[src/hw/rtl/asgm_pkg.sv]
// shared types, constants and register map of the anemometer speed and gust meter
package asgm_pkg;

  localparam int COUNT_BITS = 24;
  localparam int RES_BITS   = 24;
  localparam int MS_BITS    = 16;
  localparam int DIV_STEPS  = RES_BITS;
  localparam int ADDR_BITS  = 4;
  localparam int DATA_BITS  = 32;

  localparam logic [7:0]          DEBOUNCE_RESET      = 8'd10;
  localparam logic [MS_BITS-1:0]  GUST_INTERVAL_RESET = 16'd3000;
  localparam logic [15:0]         KMH_PER_HZ_RESET    = 16'd614;
  localparam logic [RES_BITS-1:0] RES_FULL            = 24'hFFFFFF;
  localparam logic [MS_BITS-1:0]  MS_FULL             = 16'hFFFF;
  localparam logic [9:0]          MS_PER_S            = 10'd1000;

  // register indexes, byte address is 4 * index
  localparam logic [1:0] REG_DEBOUNCE      = 2'd0;
  localparam logic [1:0] REG_GUST_INTERVAL = 2'd1;
  localparam logic [1:0] REG_KMH_PER_HZ    = 2'd2;

  typedef struct packed {
    logic [7:0]         debounce_ms;
    logic [MS_BITS-1:0] gust_interval_ms;
    logic [15:0]        kmh_per_hz;
  } cfg_t;

  typedef struct packed {
    logic accept;
    logic update;
    logic mul1;
    logic mul2;
    logic check;
    logic div_step;
    logic store;
    logic load_out;
    logic sel_gust;
  } cmd_t;

  typedef struct packed {
    logic gust_due;
    logic rd_speed;
    logic skip_div;
    logic out_free;
  } status_t;

endpackage

[src/hw/rtl/asgm_if.sv]
// tick and result channel interfaces
interface asgm_tick_if;
  logic        valid;
  logic        ready;
  logic        pulse_edge;
  logic        read_speed;
  logic [23:0] elapsed_ms;
  logic        read_gust;

  modport source (output valid, pulse_edge, read_speed, elapsed_ms, read_gust, input ready);
  modport sink (input valid, pulse_edge, read_speed, elapsed_ms, read_gust, output ready);
endinterface

interface asgm_result_if;
  logic        valid;
  logic        ready;
  logic        speed_valid;
  logic [23:0] average_speed;
  logic        gust_valid;
  logic [23:0] peak_gust;

  modport source (output valid, speed_valid, average_speed, gust_valid, peak_gust, input ready);
  modport sink (input valid, speed_valid, average_speed, gust_valid, peak_gust, output ready);
endinterface

[src/hw/rtl/asgm_ctrl.sv]
// controller state machine: sequences tick update, conversions and result hand-off
module asgm_ctrl (
  input  logic              clk,
  input  logic              rst,
  input  logic              in_valid,
  output logic              in_ready,
  input  asgm_pkg::status_t status,
  output asgm_pkg::cmd_t    cmd
);

  localparam int CNT_BITS = $clog2(asgm_pkg::DIV_STEPS);
  localparam logic [CNT_BITS-1:0] CNT_LAST = CNT_BITS'(asgm_pkg::DIV_STEPS - 1);

  typedef enum logic [3:0] {
    S_IDLE,
    S_UPDATE,
    S_SELECT,
    S_MUL1,
    S_MUL2,
    S_CHECK,
    S_DIV,
    S_STORE,
    S_FINISH
  } state_t;

  state_t              state;
  logic                sel_gust;
  logic [CNT_BITS-1:0] div_cnt;

  always_ff @(posedge clk) begin
    if (rst) begin
      state    <= S_IDLE;
      sel_gust <= 1'b0;
      div_cnt  <= '0;
    end else begin
      case (state)
        S_IDLE: begin
          if (in_valid) state <= S_UPDATE;
        end
        S_UPDATE: state <= S_SELECT;
        S_SELECT: begin
          if (status.gust_due) begin
            sel_gust <= 1'b1;
            state    <= S_MUL1;
          end else if (status.rd_speed) begin
            sel_gust <= 1'b0;
            state    <= S_MUL1;
          end else begin
            state <= S_FINISH;
          end
        end
        S_MUL1: state <= S_MUL2;
        S_MUL2: state <= S_CHECK;
        S_CHECK: begin
          div_cnt <= '0;
          state   <= status.skip_div ? S_STORE : S_DIV;
        end
        S_DIV: begin
          div_cnt <= div_cnt + 1'b1;
          if (div_cnt == CNT_LAST) state <= S_STORE;
        end
        S_STORE: begin
          // gust evaluation first, then the speed read of the same tick
          if (sel_gust && status.rd_speed) begin
            sel_gust <= 1'b0;
            state    <= S_MUL1;
          end else begin
            state <= S_FINISH;
          end
        end
        S_FINISH: begin
          if (status.out_free) state <= S_IDLE;
        end
        default: state <= S_IDLE;
      endcase
    end
  end

  always_comb begin
    cmd          = '0;
    cmd.sel_gust = sel_gust;
    case (state)
      S_IDLE:   cmd.accept   = in_valid;
      S_UPDATE: cmd.update   = 1'b1;
      S_MUL1:   cmd.mul1     = 1'b1;
      S_MUL2:   cmd.mul2     = 1'b1;
      S_CHECK:  cmd.check    = 1'b1;
      S_DIV:    cmd.div_step = 1'b1;
      S_STORE:  cmd.store    = 1'b1;
      S_FINISH: cmd.load_out = status.out_free;
      default:  cmd.accept   = 1'b0;
    endcase
  end

  assign in_ready = (state == S_IDLE);

endmodule

[src/hw/rtl/asgm_datapath.sv]
// datapath: counters, multiplier chain, serial divider and result register
module asgm_datapath #(
  parameter int COUNT_BITS = asgm_pkg::COUNT_BITS
) (
  input  logic                              clk,
  input  logic                              rst,
  input  asgm_pkg::cfg_t                    cfg,
  input  asgm_pkg::cmd_t                    cmd,
  output asgm_pkg::status_t                 status,
  input  logic                              in_pulse_edge,
  input  logic                              in_read_speed,
  input  logic [23:0]                       in_elapsed_ms,
  input  logic                              in_read_gust,
  output logic                              out_valid,
  input  logic                              out_ready,
  output logic                              speed_valid,
  output logic [asgm_pkg::RES_BITS-1:0]     average_speed,
  output logic                              gust_valid,
  output logic [asgm_pkg::RES_BITS-1:0]     peak_gust
);

  localparam int RB  = asgm_pkg::RES_BITS;
  localparam int MB  = asgm_pkg::MS_BITS;
  localparam int P1W = COUNT_BITS + 16;
  localparam int PW  = P1W + 10;
  localparam int HW  = PW - RB;
  localparam int CW  = (HW > RB) ? HW : RB;
  localparam logic [COUNT_BITS-1:0] COUNT_MAX = '1;

  // tick state
  logic [COUNT_BITS-1:0] speed_count;
  logic [COUNT_BITS-1:0] gust_count;
  logic [MB-1:0]         ms_since_pulse;
  logic [MB-1:0]         ms_since_gust_check;
  logic [RB-1:0]         max_gust;

  // latched beat
  logic          edge_l;
  logic          rd_speed_l;
  logic [23:0]   elapsed_l;
  logic          rd_gust_l;
  logic          gust_due;

  // conversion
  logic [P1W-1:0] prod1;
  logic [PW-1:0]  prod;
  logic [RB-1:0]  divisor;
  logic [RB-1:0]  rem;
  logic [RB-1:0]  quo;
  logic [RB-1:0]  speed_res;

  logic [MB-1:0]         ms_pulse_inc;
  logic [MB-1:0]         ms_gust_inc;
  logic [MB-1:0]         interval_eff;
  logic                  accept_edge;
  logic [COUNT_BITS-1:0] speed_inc;
  logic [COUNT_BITS-1:0] gust_inc;
  logic [COUNT_BITS-1:0] mul_op;
  logic [CW-1:0]         hi_ext;
  logic [CW-1:0]         div_ext;
  logic                  div_zero;
  logic                  div_sat;
  logic [RB:0]           trial;
  logic [RB:0]           diff;
  logic                  trial_ge;

  always_comb begin
    ms_pulse_inc = (ms_since_pulse == asgm_pkg::MS_FULL) ? ms_since_pulse
                                                         : ms_since_pulse + 1'b1;
    ms_gust_inc  = (ms_since_gust_check == asgm_pkg::MS_FULL) ? ms_since_gust_check
                                                              : ms_since_gust_check + 1'b1;
    interval_eff = (cfg.gust_interval_ms == '0) ? MB'(1) : cfg.gust_interval_ms;
    accept_edge  = edge_l && (ms_pulse_inc > {8'd0, cfg.debounce_ms});
    speed_inc    = (speed_count == COUNT_MAX) ? COUNT_MAX : speed_count + 1'b1;
    gust_inc     = (gust_count == COUNT_MAX) ? COUNT_MAX : gust_count + 1'b1;
    mul_op       = cmd.sel_gust ? gust_count : speed_count;
    // quotient fits the result width only if the upper part is below the divisor
    hi_ext       = CW'(prod[PW-1:RB]);
    div_ext      = CW'(divisor);
    div_zero     = (divisor == '0);
    div_sat      = (hi_ext >= div_ext);
    trial        = {rem, quo[RB-1]};
    diff         = trial - {1'b0, divisor};
    trial_ge     = (trial >= {1'b0, divisor});
  end

  assign status.gust_due = gust_due;
  assign status.rd_speed = rd_speed_l;
  assign status.skip_div = div_zero || div_sat;
  assign status.out_free = !out_valid || out_ready;

  // control and tick state
  always_ff @(posedge clk) begin
    if (rst) begin
      speed_count         <= '0;
      gust_count          <= '0;
      ms_since_pulse      <= '0;
      ms_since_gust_check <= '0;
      max_gust            <= '0;
      out_valid           <= 1'b0;
    end else begin
      if (cmd.update) begin
        ms_since_gust_check <= ms_gust_inc;
        if (accept_edge) begin
          speed_count    <= speed_inc;
          gust_count     <= gust_inc;
          ms_since_pulse <= '0;
        end else begin
          ms_since_pulse <= ms_pulse_inc;
        end
      end
      if (cmd.store) begin
        if (cmd.sel_gust) begin
          if (quo > max_gust) max_gust <= quo;
          gust_count          <= '0;
          ms_since_gust_check <= '0;
        end else begin
          speed_count <= '0;
        end
      end
      if (cmd.load_out && rd_gust_l) max_gust <= '0;
      if (cmd.load_out) begin
        out_valid <= 1'b1;
      end else if (out_ready) begin
        out_valid <= 1'b0;
      end
    end
  end

  // payload
  always_ff @(posedge clk) begin
    if (cmd.accept) begin
      edge_l     <= in_pulse_edge;
      rd_speed_l <= in_read_speed;
      elapsed_l  <= in_elapsed_ms;
      rd_gust_l  <= in_read_gust;
    end
    if (cmd.update) gust_due <= (ms_gust_inc >= interval_eff);
    if (cmd.mul1) begin
      prod1   <= P1W'(mul_op) * P1W'(cfg.kmh_per_hz);
      divisor <= cmd.sel_gust ? RB'(interval_eff) : elapsed_l;
    end
    if (cmd.mul2) prod <= PW'(prod1) * PW'(asgm_pkg::MS_PER_S);
    if (cmd.check) begin
      if (div_zero) begin
        quo <= '0;
      end else if (div_sat) begin
        quo <= asgm_pkg::RES_FULL;
      end else begin
        rem <= hi_ext[RB-1:0];
        quo <= prod[RB-1:0];
      end
    end
    // restoring division, one quotient bit a cycle
    if (cmd.div_step) begin
      rem <= trial_ge ? diff[RB-1:0] : trial[RB-1:0];
      quo <= {quo[RB-2:0], trial_ge};
    end
    if (cmd.store && !cmd.sel_gust) speed_res <= quo;
    if (cmd.load_out) begin
      speed_valid   <= rd_speed_l;
      average_speed <= rd_speed_l ? speed_res : '0;
      gust_valid    <= rd_gust_l;
      peak_gust     <= rd_gust_l ? max_gust : '0;
    end
  end

endmodule

[src/hw/rtl/anemometer_speed_gust_meter_top.sv]
// top level: configuration registers, controller and datapath
// one tick beat at a time: the result register loads after the beat for a plain tick, after one
// conversion, or after a gust evaluation and a speed read together
// a new beat is taken once the result register has loaded, and the result loads only while the output is free
// each conversion is two multiplies, a range check and a serial divider that is
// skipped for zero elapsed time or a saturated result; a waiting result holds the next one back
// rst (synchronous) clears counters, peak gust and handshake state and restores register defaults
module anemometer_speed_gust_meter_top #(
  parameter int COUNT_BITS = asgm_pkg::COUNT_BITS
) (
  input  logic                           clk,
  input  logic                           rst,
  asgm_tick_if.sink                      tick,
  asgm_result_if.source                  result,
  input  logic                           psel,
  input  logic                           penable,
  input  logic                           pwrite,
  input  logic [asgm_pkg::ADDR_BITS-1:0] paddr,
  input  logic [asgm_pkg::DATA_BITS-1:0] pwdata,
  output logic [asgm_pkg::DATA_BITS-1:0] prdata,
  output logic                           pready
);

  asgm_pkg::cfg_t    cfg;
  asgm_pkg::cmd_t    cmd;
  asgm_pkg::status_t status;
  logic [1:0]        reg_idx;
  logic              wr_en;

  assign pready  = 1'b1;
  assign reg_idx = paddr[3:2];
  assign wr_en   = psel && penable && pwrite && pready;

  always_ff @(posedge clk) begin
    if (rst) begin
      cfg.debounce_ms      <= asgm_pkg::DEBOUNCE_RESET;
      cfg.gust_interval_ms <= asgm_pkg::GUST_INTERVAL_RESET;
      cfg.kmh_per_hz       <= asgm_pkg::KMH_PER_HZ_RESET;
    end else if (wr_en) begin
      case (reg_idx)
        asgm_pkg::REG_DEBOUNCE:      cfg.debounce_ms      <= pwdata[7:0];
        asgm_pkg::REG_GUST_INTERVAL: cfg.gust_interval_ms <= pwdata[15:0];
        asgm_pkg::REG_KMH_PER_HZ:    cfg.kmh_per_hz       <= pwdata[15:0];
        default: ;
      endcase
    end
  end

  always_comb begin
    case (reg_idx)
      asgm_pkg::REG_DEBOUNCE:      prdata = {24'd0, cfg.debounce_ms};
      asgm_pkg::REG_GUST_INTERVAL: prdata = {16'd0, cfg.gust_interval_ms};
      asgm_pkg::REG_KMH_PER_HZ:    prdata = {16'd0, cfg.kmh_per_hz};
      default:                     prdata = '0;
    endcase
  end

  asgm_ctrl u_ctrl (
    .clk      (clk),
    .rst      (rst),
    .in_valid (tick.valid),
    .in_ready (tick.ready),
    .status   (status),
    .cmd      (cmd)
  );

  asgm_datapath #(
    .COUNT_BITS (COUNT_BITS)
  ) u_datapath (
    .clk           (clk),
    .rst           (rst),
    .cfg           (cfg),
    .cmd           (cmd),
    .status        (status),
    .in_pulse_edge (tick.pulse_edge),
    .in_read_speed (tick.read_speed),
    .in_elapsed_ms (tick.elapsed_ms),
    .in_read_gust  (tick.read_gust),
    .out_valid     (result.valid),
    .out_ready     (result.ready),
    .speed_valid   (result.speed_valid),
    .average_speed (result.average_speed),
    .gust_valid    (result.gust_valid),
    .peak_gust     (result.peak_gust)
  );

endmodule

[src/flat_wrapper.sv]
// flat-port wrapper written by rule: the top's interface ports become plain ports
module anemometer_speed_gust_meter_top_flat 
#(
  parameter int COUNT_BITS = asgm_pkg::COUNT_BITS
)
  (clk, rst, psel, penable, pwrite, paddr, pwdata, prdata, pready, tick_valid, tick_pulse_edge, tick_read_speed, tick_elapsed_ms, tick_read_gust, tick_ready, result_valid, result_speed_valid, result_average_speed, result_gust_valid, result_peak_gust, result_ready);
  asgm_tick_if tick_i ();
  asgm_result_if result_i ();
  input  logic clk;
  input  logic rst;
  input  logic psel;
  input  logic penable;
  input  logic pwrite;
  input  logic [asgm_pkg::ADDR_BITS-1:0] paddr;
  input  logic [asgm_pkg::DATA_BITS-1:0] pwdata;
  output logic [asgm_pkg::DATA_BITS-1:0] prdata;
  output logic pready;
  input wire logic [$bits(tick_i.valid)-1:0] tick_valid;
  input wire logic [$bits(tick_i.pulse_edge)-1:0] tick_pulse_edge;
  input wire logic [$bits(tick_i.read_speed)-1:0] tick_read_speed;
  input wire logic [$bits(tick_i.elapsed_ms)-1:0] tick_elapsed_ms;
  input wire logic [$bits(tick_i.read_gust)-1:0] tick_read_gust;
  output wire logic [$bits(tick_i.ready)-1:0] tick_ready;
  output wire logic [$bits(result_i.valid)-1:0] result_valid;
  output wire logic [$bits(result_i.speed_valid)-1:0] result_speed_valid;
  output wire logic [$bits(result_i.average_speed)-1:0] result_average_speed;
  output wire logic [$bits(result_i.gust_valid)-1:0] result_gust_valid;
  output wire logic [$bits(result_i.peak_gust)-1:0] result_peak_gust;
  input wire logic [$bits(result_i.ready)-1:0] result_ready;
  assign tick_i.valid = tick_valid;
  assign tick_i.pulse_edge = tick_pulse_edge;
  assign tick_i.read_speed = tick_read_speed;
  assign tick_i.elapsed_ms = tick_elapsed_ms;
  assign tick_i.read_gust = tick_read_gust;
  assign tick_ready = tick_i.ready;
  assign result_valid = result_i.valid;
  assign result_speed_valid = result_i.speed_valid;
  assign result_average_speed = result_i.average_speed;
  assign result_gust_valid = result_i.gust_valid;
  assign result_peak_gust = result_i.peak_gust;
  assign result_i.ready = result_ready;
  anemometer_speed_gust_meter_top #(.COUNT_BITS(COUNT_BITS)) u_core (.clk(clk), .rst(rst), .tick(tick_i), .result(result_i), .psel(psel), .penable(penable), .pwrite(pwrite), .paddr(paddr), .pwdata(pwdata), .prdata(prdata), .pready(pready));
endmodule
[config.mk]
export PLATFORM = sky130hd
export DESIGN_NAME = anemometer_speed_gust_meter_top_flat
export DESIGN_NICKNAME = d
export VERILOG_FILES = /design/src/hw/rtl/asgm_pkg.sv /design/src/hw/rtl/asgm_if.sv /design/src/hw/rtl/asgm_ctrl.sv /design/src/hw/rtl/asgm_datapath.sv /design/src/hw/rtl/anemometer_speed_gust_meter_top.sv /design/src/flat_wrapper.sv
export SDC_FILE = /design/constraint.sdc
export NUM_CORES = 2
export LEC_CHECK = 0
export ABC_AREA = 1
export BUFFER_PORTS_ARGS = -buffer_cell sky130_fd_sc_hd__buf_2
export CAP_MARGIN = 10
export CORE_MARGIN = 2
export CORE_UTILIZATION = 50
export CTS_CLUSTER_DIAMETER = 80
export DETAILED_ROUTE_END_ITERATION = 10
export PLACE_DENSITY = 0.64
export SYNTH_ARGS = -nofsm -noshare
export SYNTH_HDL_FRONTEND = slang
export SYNTH_SLANG_ARGS = --single-unit
[constraint.sdc]
create_clock -name clk -period 7.6 [get_ports clk]
set_input_delay 0.38 -clock clk [delete_from_list [all_inputs] [get_ports clk]]
set_output_delay 0.38 -clock clk [all_outputs]
set_load 0.01 [all_outputs]
==> flow_metrics.tcl <==
set metrics [dict create \
    arrival_ps 7450 \
    fmax_mhz 141 \
    port_buffers 119 \
    slew_violations 0 \
    clkLatencyLatePin_ps 610 \
    synth_edf_count 261 \
    place_area_um2 42100 \
    seqCellArea_um2 10900 \
    vias 32500 \
    path_class "register to register" \
    ys_ff_latch 416 \
    fillCellCount 7585 \
    area_growth_pct 9.12 \
    core_area_um2 80200 \
    totalWireLength_um 108000 \
    regToRegStartpoint "u_core.u_ctrl.sel_gust" \
    drt_iter0_drc 2306 \
    tightest_slew_ps 1030 \
    drive_above_1_share 0.0585 \
    dp_hpwl_um 86100 \
    synth_top_area_cell "fa_1" \
    period_needed_ps 7090 \
    crit_top_cell "inv_1" \
    clockBufferDepth 3 \
    nNetsFinal 5793 \
    rows 104 \
    yosys-top-cells-count "1022 x nand2_1, 827 x inv_1, 499 x nor2_1" \
    fin_setup_tns_ps 0 \
    postCtsSetupBuffers 0 \
    final_core_util 0.549 \
    cts_inserted_buffers 49 \
    clock_sinks 416 \
    worst_hold_startpoint "pwdata[11]" \
    die_h_um 288 \
    ant_nets 0 \
    r2r_end "u_core.u_datapath.prod1[33]" \
    antenna_cells 0 \
    netlist.area_leader.share 0.227 \
    yosysMostFrequentCell "nand2_1" \
    outcome "complete, no violations" \
    setup-violations-final 0 \
    synth-main-ff-cell "edfxtp_1" \
    path_max_fanout 14 \
    cts.htree.levels 2 \
    r2r_cells 28 \
    cap_viol_max_count 0 \
    firstDrtPassIters 6 \
    min_path_type "input pin to register" \
    stdcell_area_um2 44000 \
    grt_pass1_vias 31900 \
    cpPeakStageDelay_ps 620 \
    drc 0 \
    crit_slowest_cell "fa_1" \
    yosysSeqAreaShare 0.271 \
    grt_overflow 0 \
    antenna_found_initial 0 \
    multi_input_area_um2 25700 \
    hold_violations 0 \
    cts_resized 0 \
    synth.avg_cell_area_um2 8.32 \
    grt_pass1_wl_um 173000 \
    dieArea_um2 83000 \
    max-slew-margin-rel 0.311 \
    synth_cells 4849 \
    cts_root_buffer "clkbuf_16" \
    wl_per_cell_um 17.9 \
    start_kind "register" \
    io_pins 155 \
    r2r_setup_slack_ps 510 \
    synth_area_leaders "fa_1 23%, edfxtp_1 19%, ha_1 9.7%" \
    post-route-period-util 0.933 \
    async_flop_share 0 \
    via_per_inst 5.36 \
    min_to "u_core.cfg[27]" \
    yosysWarnings 0 \
    start_util 0.504 \
    skew_ps 19.7 \
    syn_area_um2 40400 \
    die_w_um 288 \
    grt_max_degree 93 \
    yosys.cell_types.count 52 \
    cts_tree "built" \
    grt_setup_unrepaired "false" \
    place_congestion 0.941 \
    cp.required_ps 7960 \
    end_kind "register" \
    grt_use_total 0.264 \
    clkTransAtPathRegs_ps 60 \
    whs_path_depth 3 \
]
## logic make-up (layout without fill, tap and decap cells)
| kind of cell | after synthesis | count (layout) | synth area share |
|---|---|---|---|
| AO/OA/AOI/OAI | 624 | 624 | 0.0857 |
| XOR/XNOR | 148 | 148 | 0.0321 |
| adder cells (fa/ha/maj) | 771 | 771 | 0.324 |
| buffers and inverters | 1007 | 1134 | 0.0962 |
| flip-flops | 416 | 416 | 0.271 |
| multiplexers | 1 | 1 | 0.000248 |
| other | 2 | 17 | 0.000186 |
| AND/OR/NAND/NOR | 1880 | 1880 | 0.190 |
## repair_timing
| item | in CTS | in global routing |
|---|---|---|
| endpoints found under the setup margin | 0 | 0 |
| hold buffers | 27 | 0 |
| hold endpoints to repair | 27 | 0 |
## worst max-delay path, delay by kind of cell (launching register included)
family / cells / cell delay, ps
buffers and inverters: 7 / 1000
AO/OA/AOI/OAI: 1 / 220
XOR/XNOR: 1 / 140
AND/OR/NAND/NOR: 12 / 1470
adder cells (fa/ha/maj): 7 / 3560
flip-flops: 1 / 420
## routing by layer
metal | track usage | up-vias | routed length, µm
met5 | 0 | - | 0
met4 | 0.0877 | 0 | 3670
met3 | 0.0311 | 215 | 6090
met2 | 0.446 | 964 | 52200
met1 | 0.355 | 15700 | 46200
li1 | - | 15600 | -
## metrics by stage
| stage | hold WS [ps] | setup WS, ps | cells |
|---|---|---|---|
| final | 29.4 | 508 | 6051 |
| after detailed placement | 480 | 630 | 5934 |
| after global placement | 463 | 661 | 5934 |
| after global routing | 27.0 | 95.6 | 6051 |
| after CTS | 14.6 | 574 | 6051 |
| after floorplan | 424 | 1250 | 4864 |
## flip-flops by register name, indices dropped and copies added (netlist names), 24 cells and up
name                             count
u_core.u_datapath.average_speed     24
u_core.u_datapath.quo               24
u_core.u_datapath.prod1             40
u_core.u_datapath.rem               24
u_core.u_datapath.prod              47
u_core.cfg                          40
u_core.u_datapath.elapsed_l         24
u_core.u_datapath.speed_count       24
u_core.u_datapath.max_gust          24
u_core.u_datapath.speed_res         24
u_core.u_datapath.gust_count        24
u_core.u_datapath.peak_gust         24
u_core.u_datapath.divisor           24
## worst max path at each step
| stage | startpoint | end | slack (ps) | cells after the start |
|---|---|---|---|---|
| after floorplan | u_core.u_ctrl.sel_gust | u_core.u_datapath.prod1[33] | 1250 | 31 |
| after CTS | u_core.u_ctrl.sel_gust | u_core.u_datapath.prod1[33] | 570 | 28 |
| after detailed placement | u_core.u_ctrl.sel_gust | u_core.u_datapath.prod1[38] | 630 | 27 |
| after global routing | u_core.u_ctrl.sel_gust | u_core.u_datapath.prod1[38] | 100 | 27 |
| after global placement | u_core.u_ctrl.sel_gust | u_core.u_datapath.prod1[28] | 660 | 23 |
| final | u_core.u_ctrl.sel_gust | u_core.u_datapath.prod1[33] | 510 | 28 |
## layout make-up
cell class,count,share of cell area
Multi-Input combinational cell,3441,0.583
Clock inverter,32,0.00918
Timing Repair Buffer,202,0.0292
Inverter,842,0.0718
Tap cell,1060,0.0301
Clock buffer,58,0.0288
Sequential cell,416,0.248
## layout by cell type, fill, tap and decap left out, types with 49 or more instances in the layout
cell,synthesis,layout
a21oi_1,265,264
buf_2,16,119
buf_4,17,56
clkbuf_16,0,49
dfxtp_1,155,155
edfxtp_1,261,261
fa_1,457,457
ha_1,314,314
inv_1,827,827
nand2_1,1022,1021
nand3_1,209,209
nor2_1,499,493
o21ai_0,215,214
xor2_1,113,113
Power is left out: the tool's default activity adds up to more than one toggle a clock period on the data nets, which glitch-free logic cannot reach.
